==> src/design/dlts_pkg.sv <==
// Shared types and constants for the delta-list task scheduler.
`default_nettype none

package dlts_pkg;

  // Field widths
  localparam int TAG_W  = 8;
  localparam int TIME_W = 32;
  localparam int SLOT_W = 5;
  localparam int MODE_W = 2;

  // Default table depth
  localparam int DEF_MAX_TASKS = 16;

  // Request modes
  localparam logic [MODE_W-1:0] MODE_TICK = 2'd0;
  localparam logic [MODE_W-1:0] MODE_ADD  = 2'd1;
  localparam logic [MODE_W-1:0] MODE_DISP = 2'd2;

  // Input request
  typedef struct packed {
    logic [MODE_W-1:0] mode;
    logic [TAG_W-1:0]  task_tag;
    logic [TIME_W-1:0] start_delay;
    logic [TIME_W-1:0] repeat_period;
  } in_t;

  // Result
  typedef struct packed {
    logic              status;
    logic              fired;
    logic [TAG_W-1:0]  fired_tag;
    logic [SLOT_W-1:0] slot;
  } out_t;

  // One list entry
  typedef struct packed {
    logic              valid;
    logic [TAG_W-1:0]  tag;
    logic [TIME_W-1:0] delta;
    logic [TIME_W-1:0] period;
    logic              due;
  } entry_t;

  // List operations
  typedef enum logic [1:0] {
    RING_HOLD,
    RING_SHIFT,
    RING_HEAD
  } ring_op_t;

  // Sequencer to list control
  typedef struct packed {
    ring_op_t op;
    entry_t   push;
  } ring_ctl_t;

endpackage

`default_nettype wire

==> src/design/dlts_ring.sv <==
// Entry list held as a ring: pops at slot 0, pushes at the top slot.
`default_nettype none

module dlts_ring #(
  parameter int MAX_TASKS = dlts_pkg::DEF_MAX_TASKS
) (
  input  wire logic              clk,
  input  wire logic              rst_n,
  input  wire dlts_pkg::ring_ctl_t ctl,
  output dlts_pkg::entry_t       head,
  output logic                   last_valid
);

  dlts_pkg::entry_t ring_r [MAX_TASKS];

  // Shift towards slot 0, or rewrite the head in place
  always_ff @(posedge clk) begin
    if (!rst_n) begin
      for (int i = 0; i < MAX_TASKS; i++) begin
        ring_r[i] <= '0;
      end
    end else begin
      case (ctl.op)
        dlts_pkg::RING_SHIFT: begin
          for (int i = 0; i < MAX_TASKS - 1; i++) begin
            ring_r[i] <= ring_r[i+1];
          end
          ring_r[MAX_TASKS-1] <= ctl.push;
        end
        dlts_pkg::RING_HEAD: begin
          ring_r[0] <= ctl.push;
        end
        default: begin
        end
      endcase
    end
  end

  assign head       = ring_r[0];
  // list is compact, so the top slot tells whether it is full
  assign last_valid = ring_r[MAX_TASKS-1].valid;

endmodule

`default_nettype wire

==> src/design/delta_list_task_scheduler.sv <==
// Delta-list timer queue: top level with sequencer and shared subtractor.
// A tick, a dispatch that finds no due head or a one-shot head, and a rejected add each
// go from S_EXEC straight to S_DONE. An add, and a dispatch that reloads a periodic
// task, pass through S_WALK as well: the list is walked once right round its ring, one entry
// per cycle through a single 33-bit subtractor, popping at the head and pushing at the
// tail, with the new task dropped in at its place and later entries riding one slot behind.
// The input is ready only while the sequencer is idle; a finished result sits in an output
// register and does not hold off the next request.
`default_nettype none

module delta_list_task_scheduler #(
  parameter int MAX_TASKS = dlts_pkg::DEF_MAX_TASKS
) (
  input  wire logic          clk,
  input  wire logic          rst_n,
  input  wire logic          in_valid,
  output logic               in_ready,
  input  wire dlts_pkg::in_t in_data,
  output logic               out_valid,
  input  wire logic          out_ready,
  output dlts_pkg::out_t     out_data
);

  localparam int CNT_W = (MAX_TASKS > 1) ? $clog2(MAX_TASKS) : 1;
  localparam logic [CNT_W-1:0] CNT_LAST = CNT_W'(MAX_TASKS - 1);
  localparam logic [dlts_pkg::SLOT_W-1:0] SLOT_NONE = dlts_pkg::SLOT_W'(MAX_TASKS);

  typedef enum logic [1:0] {
    S_IDLE,
    S_EXEC,
    S_WALK,
    S_DONE
  } state_t;

  state_t                        state_r, state_nxt;
  logic [dlts_pkg::MODE_W-1:0]   mode_r, mode_nxt;
  logic [dlts_pkg::TAG_W-1:0]    tag_r, tag_nxt;
  logic [dlts_pkg::TIME_W-1:0]   delay_r, delay_nxt;
  logic [dlts_pkg::TIME_W-1:0]   period_r, period_nxt;
  logic [CNT_W-1:0]              cnt_r, cnt_nxt;
  logic                          searching_r, searching_nxt;
  logic                          adj_r, adj_nxt;
  dlts_pkg::entry_t              carry_r, carry_nxt;
  dlts_pkg::out_t                res_r, res_nxt;
  logic                          out_valid_r, out_valid_nxt;
  dlts_pkg::out_t                out_r, out_nxt;

  dlts_pkg::ring_ctl_t           ring_ctl;
  dlts_pkg::entry_t              head;
  logic                          last_valid;

  logic [dlts_pkg::TIME_W-1:0]   op_a, op_b;
  logic [dlts_pkg::TIME_W:0]     sub;
  logic                          borrow;
  logic [dlts_pkg::TIME_W-1:0]   diff;
  logic [dlts_pkg::TIME_W-1:0]   tick_delta;
  dlts_pkg::entry_t              new_entry;
  dlts_pkg::entry_t              tick_entry;
  dlts_pkg::entry_t              carry_out;

  dlts_ring #(
    .MAX_TASKS (MAX_TASKS)
  ) u_ring (
    .clk        (clk),
    .rst_n      (rst_n),
    .ctl        (ring_ctl),
    .head       (head),
    .last_valid (last_valid)
  );

  // Operand select for the shared subtractor
  always_comb begin
    op_a = delay_r;
    op_b = head.valid ? head.delta : '0;
    if (state_r == S_EXEC) begin
      op_a = head.delta;
      op_b = dlts_pkg::TIME_W'(1);
    end else if (state_r == S_WALK && !searching_r) begin
      // entry after the insert point loses the new task's delay
      op_a = carry_r.delta;
      op_b = delay_r;
    end
  end

  assign sub    = {1'b0, op_a} - {1'b0, op_b};
  assign borrow = sub[dlts_pkg::TIME_W];
  assign diff   = sub[dlts_pkg::TIME_W-1:0];

  // Candidate entries
  always_comb begin
    tick_delta = borrow ? head.delta : diff;
    tick_entry = head;
    tick_entry.delta = tick_delta;
    tick_entry.due   = (tick_delta == '0);

    new_entry.valid  = 1'b1;
    new_entry.tag    = tag_r;
    new_entry.delta  = delay_r;
    new_entry.period = period_r;
    new_entry.due    = (delay_r == '0);

    carry_out = carry_r;
    if (adj_r) begin
      carry_out.delta = diff;
    end
  end

  // Sequencer
  always_comb begin
    state_nxt     = state_r;
    mode_nxt      = mode_r;
    tag_nxt       = tag_r;
    delay_nxt     = delay_r;
    period_nxt    = period_r;
    cnt_nxt       = cnt_r;
    searching_nxt = searching_r;
    adj_nxt       = adj_r;
    carry_nxt     = carry_r;
    res_nxt       = res_r;
    out_nxt       = out_r;
    out_valid_nxt = out_valid_r;
    ring_ctl.op   = dlts_pkg::RING_HOLD;
    ring_ctl.push = '0;

    if (out_valid_r && out_ready) begin
      out_valid_nxt = 1'b0;
    end

    case (state_r)
      S_IDLE: begin
        if (in_valid) begin
          mode_nxt   = in_data.mode;
          tag_nxt    = in_data.task_tag;
          delay_nxt  = in_data.start_delay;
          period_nxt = in_data.repeat_period;
          state_nxt  = S_EXEC;
        end
      end

      S_EXEC: begin
        res_nxt.status    = 1'b0;
        res_nxt.fired     = 1'b0;
        res_nxt.fired_tag = '0;
        res_nxt.slot      = SLOT_NONE;
        cnt_nxt           = '0;
        searching_nxt     = 1'b1;
        adj_nxt           = 1'b0;
        state_nxt         = S_DONE;
        case (mode_r)
          dlts_pkg::MODE_TICK: begin
            if (head.valid && !head.due) begin
              ring_ctl.op   = dlts_pkg::RING_HEAD;
              ring_ctl.push = tick_entry;
            end
          end
          dlts_pkg::MODE_ADD: begin
            if (last_valid) begin
              res_nxt.status = 1'b1;
            end else begin
              state_nxt = S_WALK;
            end
          end
          dlts_pkg::MODE_DISP: begin
            if (head.valid && head.due) begin
              res_nxt.fired     = 1'b1;
              res_nxt.fired_tag = head.tag;
              // drop the head; the list closes up
              ring_ctl.op       = dlts_pkg::RING_SHIFT;
              ring_ctl.push     = '0;
              if (head.period != '0) begin
                tag_nxt    = head.tag;
                delay_nxt  = head.period;
                period_nxt = head.period;
                state_nxt  = S_WALK;
              end
            end
          end
          default: begin
          end
        endcase
      end

      S_WALK: begin
        ring_ctl.op = dlts_pkg::RING_SHIFT;
        cnt_nxt     = CNT_W'(cnt_r + 1'b1);
        carry_nxt   = head;
        adj_nxt     = 1'b0;
        if (searching_r) begin
          if (!head.valid || borrow) begin
            // insert point: new task goes in, head rides one slot behind
            ring_ctl.push = new_entry;
            adj_nxt       = 1'b1;
            searching_nxt = 1'b0;
            if (mode_r == dlts_pkg::MODE_ADD) begin
              res_nxt.slot = dlts_pkg::SLOT_W'(cnt_r);
            end
          end else begin
            ring_ctl.push = head;
            delay_nxt     = diff;
          end
        end else begin
          ring_ctl.push = carry_out;
        end
        if (cnt_r == CNT_LAST) begin
          state_nxt = S_DONE;
        end
      end

      S_DONE: begin
        if (!out_valid_r || out_ready) begin
          out_nxt       = res_r;
          out_valid_nxt = 1'b1;
          state_nxt     = S_IDLE;
        end
      end

      default: begin
        state_nxt = S_IDLE;
      end
    endcase
  end

  // State and registered outputs
  always_ff @(posedge clk) begin
    if (!rst_n) begin
      state_r     <= S_IDLE;
      out_valid_r <= 1'b0;
    end else begin
      state_r     <= state_nxt;
      out_valid_r <= out_valid_nxt;
    end
    mode_r      <= mode_nxt;
    tag_r       <= tag_nxt;
    delay_r     <= delay_nxt;
    period_r    <= period_nxt;
    cnt_r       <= cnt_nxt;
    searching_r <= searching_nxt;
    adj_r       <= adj_nxt;
    carry_r     <= carry_nxt;
    res_r       <= res_nxt;
    out_r       <= out_nxt;
  end

  assign in_ready  = (state_r == S_IDLE);
  assign out_valid = out_valid_r;
  assign out_data  = out_r;

  // Checks
  a_accept_exec: assert property (@(posedge clk) disable iff (!rst_n)
    (in_valid && in_ready) |=> (state_r == S_EXEC))
    else $error("accepted request did not enter execution");

  a_walk_ends: assert property (@(posedge clk) disable iff (!rst_n)
    (state_r == S_WALK && cnt_r == CNT_LAST) |=> (state_r == S_DONE))
    else $error("list walk did not end after one full turn");

  a_add_placed: assert property (@(posedge clk) disable iff (!rst_n)
    (state_r == S_DONE && mode_r == dlts_pkg::MODE_ADD && !res_r.status) |-> !searching_r)
    else $error("add finished without placing the task");

  a_full_result: assert property (@(posedge clk) disable iff (!rst_n)
    (out_valid && out_data.status) |-> (out_data.slot == SLOT_NONE && !out_data.fired))
    else $error("full-table result carries a slot or a dispatch");

endmodule

`default_nettype wire
==> config.mk <==
export PLATFORM = sky130hd
export DESIGN_NAME = delta_list_task_scheduler
export DESIGN_NICKNAME = d
export VERILOG_FILES = /design/src/design/dlts_pkg.sv /design/src/design/dlts_ring.sv /design/src/design/delta_list_task_scheduler.sv
export SDC_FILE = /design/constraint.sdc
export NUM_CORES = 2
export LEC_CHECK = 0
export BUFFER_PORTS_ARGS = -buffer_cell sky130_fd_sc_hd__buf_2
export CAP_MARGIN = 40
export CORE_ASPECT_RATIO = 0.5
export CORE_MARGIN = 3
export CORE_UTILIZATION = 35
export DETAILED_ROUTE_END_ITERATION = 8
export GPL_TIMING_DRIVEN = 1
export HOLD_SLACK_MARGIN = 0.08
export REMOVE_ABC_BUFFERS = 1
export SLEW_MARGIN = 20
export SYNTH_ARGS = -nofsm -noshare
export SYNTH_HDL_FRONTEND = slang
export SYNTH_SLANG_ARGS = --single-unit
export TNS_END_PERCENT = 1
==> constraint.sdc <==
create_clock -name clk -period 23.2 [get_ports clk]
set_input_delay 3.48 -clock clk [delete_from_list [all_inputs] [get_ports clk]]
set_output_delay 3.48 -clock clk [all_outputs]
set_load 0.02 [all_outputs]
---- Word-level counts from Yosys, hierarchy flattened ----
Memory sizes are Yosys's and may differ from the RTL's.
Cells that the tools add are included.
storage, ports and cells
  logic and storage cells ................. 160
  bits in writable memories ............... 1184
  bits of input ports ..................... 78
  flip-flop bits (word level) ............. 187
  memories kept ........................... 1
  output and inout port bits .............. 17
cells by class
  reductions and logical operators ........ 25
  eq/ne operators ......................... 18
  muxes and demuxes ....................... 75
  bitwise gates (word level) .............. 17
  $add $sub $neg .......................... 2
memory list
  memory         words  bits a word  rd ports  clocked after Yosys merged registers in  write ports  RTL line         RTL
  u_ring.ring_r  16     74           16        0                                        16           dlts_ring.sv:14  dlts_pkg::entry_t ring_r [MAX_TASKS];
operators with widths
  operator                                             count
  two-way mux 74 bit                                   19
  two-way mux 32 bit                                   14
  one-hot mux 76 bit (2 select lines)                  2
  one-hot mux 32 bit (3 select lines)                  1
  two-way mux 76 bit                                   1
  two-way mux 75 bit                                   1
  logical NOT 32 bit                                   2
  one-hot mux 32 bit (2 select lines)                  1
  subtractor 32 x 32 -> 33 bit                         1
  two-way mux 8 bit                                    4
  nonzero test 32 bit                                  1
  two-way mux 1 bit                                    18
  OR 1 bit                                             17
  one-hot mux 8 bit (2 select lines)                   1
  two-way mux 5 bit                                    3
  != test 2 x 1 -> 1 bit, second input constant        6
  one-hot mux 5 bit (2 select lines)                   1
  two-way mux 9 bit                                    1
  equality test 2 bit, second input constant           4
  != test 2 bit, second input constant                 4
  one-hot mux 2 bit (4 select lines)                   1
  one-hot mux 4 bit (2 select lines)                   1
  AND reduction 7 bit                                  1
  equality test 2 x 1 -> 1 bit, second input constant  3
  other kinds (14)                                     29

---- Longest topological paths before layout ----
  depth in word-level cells ............... 16
  depth in mapped cells ................... 24
  depth with buffers taken out ............ 20

---- Cells and area by module ----
A second synthesis with hierarchy kept.
unflattened totals
  cells, all modules ...................... 4629
  area total of the unflattened synthesis .. 56915.8 µm²
by module, submodules not included
  module                     sequential area each (µm²)  times used  area each (µm²)  cells an instance
  dlts_ring                  31109.8                     1           43979.7          3245
  delta_list_task_scheduler  5585.4                      1           12936.2          1384

---- Worst setup path before layout ----
OpenSTA, ideal clock, no wires.
  kind .................................... input to register
  from .................................... input port rst_n
  to ...................................... memory u_ring.ring_r[0][0] (netlist name), enable pin
  stages .................................. 5
  slack ................................... 3.859 ns
  data arrival time ....................... 18.941 ns
  path buffers ............................ 1
  data required time ...................... 22.800 ns
  cells stage by stage .................... inv_1 -> nor2_1 -> clkbuf_1 -> inv_1 -> or2_2
RTL lines
  item                RTL line                         RTL
  start: declaration  delta_list_task_scheduler.sv:15  input wire logic rst_n,
  end: declaration    dlts_ring.sv:14

==> run_summary.xml <==
<?xml version="1.0" encoding="UTF-8"?>
<metrics>
  <group name="floorplanning">
    <metric name="core_area" unit="µm²">150000</metric>
    <metric name="boundaryPins" unit="">95</metric>
    <metric name="cell_rows" unit="">100</metric>
    <metric name="initial_core_util" unit="">0.356</metric>
    <metric name="full_die_area" unit="µm²">158000</metric>
    <metric name="dieHeight" unit="µm">282</metric>
    <metric name="die_x" unit="µm">559</metric>
  </group>
  <group name="power_and_ir_drop">
    <metric name="power_share_of_the_clock_group" unit="">0.291</metric>
    <metric name="power.density_cell_area" unit="nW/µm²">120</metric>
    <metric name="ir_worst_vdd" unit="mV">0.0976</metric>
    <metric name="intPower" unit="mW">4.84</metric>
    <metric name="power.switching" unit="mW">2.44</metric>
    <metric name="power.static_leakage" unit="nW">22.4</metric>
    <metric name="netSwitchingFraction" unit="">0.336</metric>
    <metric name="fin_total_pwr" unit="mW">7.28</metric>
    <metric name="power_frac_seq" unit="">0.434</metric>
    <metric name="power.share.combinational" unit="">0.275</metric>
  </group>
  <group name="sta">
    <metric name="slew_headroom" unit="">0.245</metric>
    <metric name="final.setup.worst_slack" unit="ns">16.11</metric>
    <metric name="grt_setup_unrepaired" unit="">no</metric>
    <metric name="post-route-min-period" unit="ns">7.09</metric>
    <metric name="hold_violations" unit="">0</metric>
    <metric name="final.period_utilization" unit="">0.306</metric>
    <metric name="timing.clock.skew" unit="ns">0.0419</metric>
    <metric name="setup_tns" unit="ns">0</metric>
    <metric name="clock.fmax" unit="MHz">141</metric>
    <metric name="tightest_slew" unit="ns">1.13</metric>
    <metric name="finalSetupViolCount" unit="">0</metric>
    <metric name="finalMaxSlewViolations" unit="">0</metric>
  </group>
  <group name="yosys">
    <metric name="synthArstFlopShare" unit="">0</metric>
    <metric name="avgSynthCellArea" unit="µm²">13.4</metric>
    <metric name="synthesis.instances" unit="">3996</metric>
    <metric name="netlist-cell-type-count" unit="">79</metric>
    <metric name="synth_ff_type" unit="">sky130_fd_sc_hd__edfxtp_1</metric>
    <metric name="number_of_warnings_issued_by_yosys" unit="">0</metric>
    <metric name="post_synth_instance_area" unit="µm²">53500</metric>
    <metric name="ys_seq_elements" unit="">1371</metric>
    <metric name="synth.yosys.seq_area_share" unit="">0.686</metric>
    <metric name="synth_edf_count" unit="">924</metric>
  </group>
  <group name="placement">
    <metric name="finalWeightedCongestion" unit="">0.861</metric>
    <metric name="detailedPlacementHpwl" unit="µm">72000</metric>
    <metric name="numPlacedInstances" unit="">5918</metric>
    <metric name="placement.io_buffers" unit="">94</metric>
    <metric name="pre_cts_slack" unit="ns">15.84</metric>
  </group>
  <group name="layout">
    <metric name="layout.filler_cells" unit="">13800</metric>
    <metric name="layout_area_overhead" unit="%">13.7</metric>
    <metric name="finalNetCount" unit="">4138</metric>
    <metric name="n_antenna_cell" unit="">0</metric>
    <metric name="finalCoreUtilization" unit="">0.405</metric>
    <metric name="drive_above_1_share" unit="">0.107</metric>
    <metric name="instances_no_fill" unit="">6167</metric>
  </group>
  <group name="clocking">
    <metric name="cts.htree.levels" unit="">4</metric>
    <metric name="cts_buffers" unit="">130</metric>
    <metric name="cts_post_setup_buffers_inserted" unit="">0</metric>
    <metric name="cts_resized" unit="">0</metric>
    <metric name="holdBufCountCts" unit="">0</metric>
    <metric name="clk_pin_slew_worst_paths" unit="ns">0.06</metric>
    <metric name="cts_sinks" unit="">1371</metric>
    <metric name="clock_insertion_delay_worst_skew" unit="ns">0.75</metric>
    <metric name="cts_root_buf" unit="">sky130_fd_sc_hd__clkbuf_16</metric>
    <metric name="clock_tree_from_tritoncts" unit="">done</metric>
    <metric name="cts-root-to-sink-buffers" unit="">3</metric>
  </group>
  <group name="run_status">
    <metric name="status" unit="">completed</metric>
  </group>
  <group name="worst_setup_path">
    <metric name="critical_path_arrival" unit="ns">7.59</metric>
    <metric name="critPathLaunchType" unit="">flip-flop</metric>
    <metric name="crit_path_end_kind" unit="">flip-flop</metric>
    <metric name="timing.critical_path.required" unit="ns">23.70</metric>
    <metric name="path_max_fanout" unit="">52</metric>
    <metric name="worstSetupPathType" unit="">flip-flop to flip-flop</metric>
  </group>
  <group name="detailed_routing">
    <metric name="routed_via_density" unit="">5.08</metric>
    <metric name="num_vias" unit="">31300</metric>
    <metric name="post-route-drc-count" unit="">0</metric>
    <metric name="ant_nets" unit="">0</metric>
    <metric name="first_iter_violations" unit="">3152</metric>
    <metric name="dr_pass1_iterations" unit="">6</metric>
    <metric name="routedWlPerCell" unit="µm">19.1</metric>
    <metric name="totalWireLength" unit="µm">118000</metric>
  </group>
  <group name="global_route">
    <metric name="global_route.overflow_total" unit="">0</metric>
    <metric name="grt_first_pass_wirelength" unit="µm">183000</metric>
    <metric name="first_global_vias" unit="">30500</metric>
    <metric name="global_route.usage.total" unit="">0.146</metric>
    <metric name="grt_max_degree" unit="">176</metric>
    <metric name="antenna_found_initial" unit="">0</metric>
  </group>
  <group name="min_path">
    <metric name="holdCritPathClass" unit="">flip-flop to flip-flop</metric>
  </group>
  <group name="run">
    <metric name="max_cap_viol_count" unit="">0</metric>
  </group>
</metrics>
critical path, cell delays in order, from the launching register on:
cell	delay [ns]
sky130_fd_sc_hd__dfxtp_1	0.43
sky130_fd_sc_hd__inv_1	0.14
sky130_fd_sc_hd__ha_4	0.19
sky130_fd_sc_hd__buf_4	0.18
sky130_fd_sc_hd__buf_16	0.24
sky130_fd_sc_hd__nand2b_2	0.53
sky130_fd_sc_hd__buf_4	0.72
sky130_fd_sc_hd__nand2_1	0.11
sky130_fd_sc_hd__a21oi_1	0.19
sky130_fd_sc_hd__a21oi_1	0.09
sky130_fd_sc_hd__ha_1	0.22
sky130_fd_sc_hd__inv_1	0.08
sky130_fd_sc_hd__fa_1	0.25
sky130_fd_sc_hd__a21o_1	0.16
sky130_fd_sc_hd__nand4_1	0.22
sky130_fd_sc_hd__a21oi_1	0.32
sky130_fd_sc_hd__o21ai_2	0.19
sky130_fd_sc_hd__a211oi_1	0.56
sky130_fd_sc_hd__or2_2	0.21
sky130_fd_sc_hd__buf_4	0.47
sky130_fd_sc_hd__a21oi_2	0.11
sky130_fd_sc_hd__buf_4	0.29
sky130_fd_sc_hd__a222oi_1	0.50
sky130_fd_sc_hd__nand2_1	0.17
sky130_fd_sc_hd__a22o_1	0.21
cell families (layout without fill, tap and decap cells):
kind of cell               Yosys count  in the layout  share of synthesized area
muxes                              138            138                     0.0269
AOI/OAI and AO/OA                  929            929                      0.128
buffers and inverters              313            444                     0.0227
and+or+nand+nor                   1180           1180                      0.122
xor gates and xnor gates            23             23                    0.00376
DFF                               1371           1371                      0.686
adders and majority gates           42             42                    0.00996
state kept, by name, summed over array words and instances (netlist names):
| signal | cells |
|---|---|
| u_ring.ring_r | 1184 |
| carry_out | 42 |
| carry_r | 32 |
| delay_r | 32 |
| period_r | 32 |
| out_data | 15 |
| res_r | 15 |
| tag_r | 8 |
| cnt_r | 4 |
| mode_r | 2 |
| state_r | 2 |
| adj_r | 1 |
| out_valid | 1 |
| searching_r | 1 |
power by group through the flow:
stage | Combinational, mW | Sequential [mW] | Clock, mW
6_report | 2.00 | 3.16 | 2.12
5_1_grt | 2.16 | 3.19 | 2.27
4_1_cts | 1.96 | 3.16 | 2.18
3_5_place_dp | 1.96 | 3.21 | 0
3_3_place_gp | 1.89 | 3.21 | 0
2_1_floorplan | 1.30 | 3.19 | 0
layer usage:
layer / up-vias / track usage / share of wire
met4: 0 / 0.0560 / 0.032
met2: 793 / 0.223 / 0.44
met1: 15500 / 0.210 / 0.48
li1: 14800 / - / -
met3: 195 / 0.0232 / 0.049
met5: - / 0 / 0
layout make-up:
type / instances / area [µm²] / area share
flip-flops and latches: 1371 / 36700 / 0.603
multi-input cells: 2312 / 15700 / 0.258
clock buffers: 188 / 3670 / 0.0604
well taps: 2040 / 2550 / 0.0420
repair buffers: 170 / 1490 / 0.0245
clock inverters: 53 / 609 / 0.0100
inverters: 33 / 131 / 0.00216
synth_stat cells, types with 16 or more instances:
master	instances	area, µm²
sky130_fd_sc_hd__nor2_1	99	372
sky130_fd_sc_hd__mux2_2	45	507
sky130_fd_sc_hd__a222oi_1	22	220
sky130_fd_sc_hd__ha_1	41	513
sky130_fd_sc_hd__mux2i_1	93	931
sky130_fd_sc_hd__o21ai_0	188	941
sky130_fd_sc_hd__nand2_1	227	852
sky130_fd_sc_hd__nand3_1	56	280
sky130_fd_sc_hd__and2_1	685	4290
sky130_fd_sc_hd__a21oi_1	100	500
sky130_fd_sc_hd__clkbuf_1	249	935
sky130_fd_sc_hd__a22oi_1	42	315
sky130_fd_sc_hd__nor4_1	28	175
sky130_fd_sc_hd__nor2b_1	21	131
sky130_fd_sc_hd__xnor2_1	18	158
sky130_fd_sc_hd__a211oi_1	24	180
sky130_fd_sc_hd__a21o_1	46	345
sky130_fd_sc_hd__a22o_1	414	3630
sky130_fd_sc_hd__edfxtp_1	924	27700
sky130_fd_sc_hd__dfxtp_1	447	8950
sky130_fd_sc_hd__buf_1	16	60.1
sky130_fd_sc_hd__inv_1	32	120
cell usage in the layout, fill, tap and decap left out, types with 8 or more instances in the layout:
| master | instances |
|---|---|
| sky130_fd_sc_hd__buf_4 | 47 |
| sky130_fd_sc_hd__a22oi_1 | 42 |
| sky130_fd_sc_hd__nand3_1 | 56 |
| sky130_fd_sc_hd__nor2_1 | 96 |
| sky130_fd_sc_hd__mux2i_1 | 93 |
| sky130_fd_sc_hd__ha_1 | 38 |
| sky130_fd_sc_hd__o21ai_0 | 188 |
| sky130_fd_sc_hd__inv_1 | 32 |
| sky130_fd_sc_hd__clkbuf_16 | 132 |
| sky130_fd_sc_hd__dfxtp_1 | 447 |
| sky130_fd_sc_hd__o31ai_1 | 9 |
| sky130_fd_sc_hd__a21o_1 | 46 |
| sky130_fd_sc_hd__nor3_1 | 10 |
| sky130_fd_sc_hd__edfxtp_1 | 924 |
| sky130_fd_sc_hd__nand4_1 | 8 |
| sky130_fd_sc_hd__nand2_1 | 226 |
| sky130_fd_sc_hd__nor2b_1 | 21 |
| sky130_fd_sc_hd__a31oi_1 | 10 |
| sky130_fd_sc_hd__clkinv_1 | 10 |
| sky130_fd_sc_hd__buf_2 | 96 |
| sky130_fd_sc_hd__clkbuf_8 | 16 |
| sky130_fd_sc_hd__xnor2_1 | 18 |
| sky130_fd_sc_hd__clkinv_2 | 20 |
| sky130_fd_sc_hd__mux2_2 | 45 |
| sky130_fd_sc_hd__and2_1 | 685 |
| sky130_fd_sc_hd__a22o_1 | 414 |
| sky130_fd_sc_hd__buf_12 | 8 |
| sky130_fd_sc_hd__a211oi_1 | 24 |
| sky130_fd_sc_hd__a222oi_1 | 22 |
| sky130_fd_sc_hd__clkbuf_1 | 40 |
| sky130_fd_sc_hd__buf_16 | 17 |
| sky130_fd_sc_hd__a21oi_1 | 99 |
| sky130_fd_sc_hd__nor4_1 | 27 |
per-stage QoR:
stage / hold WS, ns / instance area (µm²)
final: 0.421 / 60800
after global routing: 0.431 / 60800
after CTS: 0.424 / 60600
after detailed placement: 0.410 / 56300
after global placement: 0.407 / 55900
after floorplan: 0.400 / 52400
final timing paths:
check,start,to,slack (ns),depth (start not counted)
hold reg to reg,res_r[8]$_SDFFCE_PN0P_,out_data[8]$_DFFE_PP_,0.42,0
hold / removal,res_r[8]$_SDFFCE_PN0P_,out_data[8]$_DFFE_PP_,0.42,0
setup reg to reg,state_r[0]$_SDFFE_PN0P_,u_ring.ring_r[0][52]$_DFFE_PP_,16.11,24
setup / recovery,state_r[0]$_SDFFE_PN0P_,u_ring.ring_r[0][52]$_DFFE_PP_,16.11,24
(Power assumes the default switching activity.)
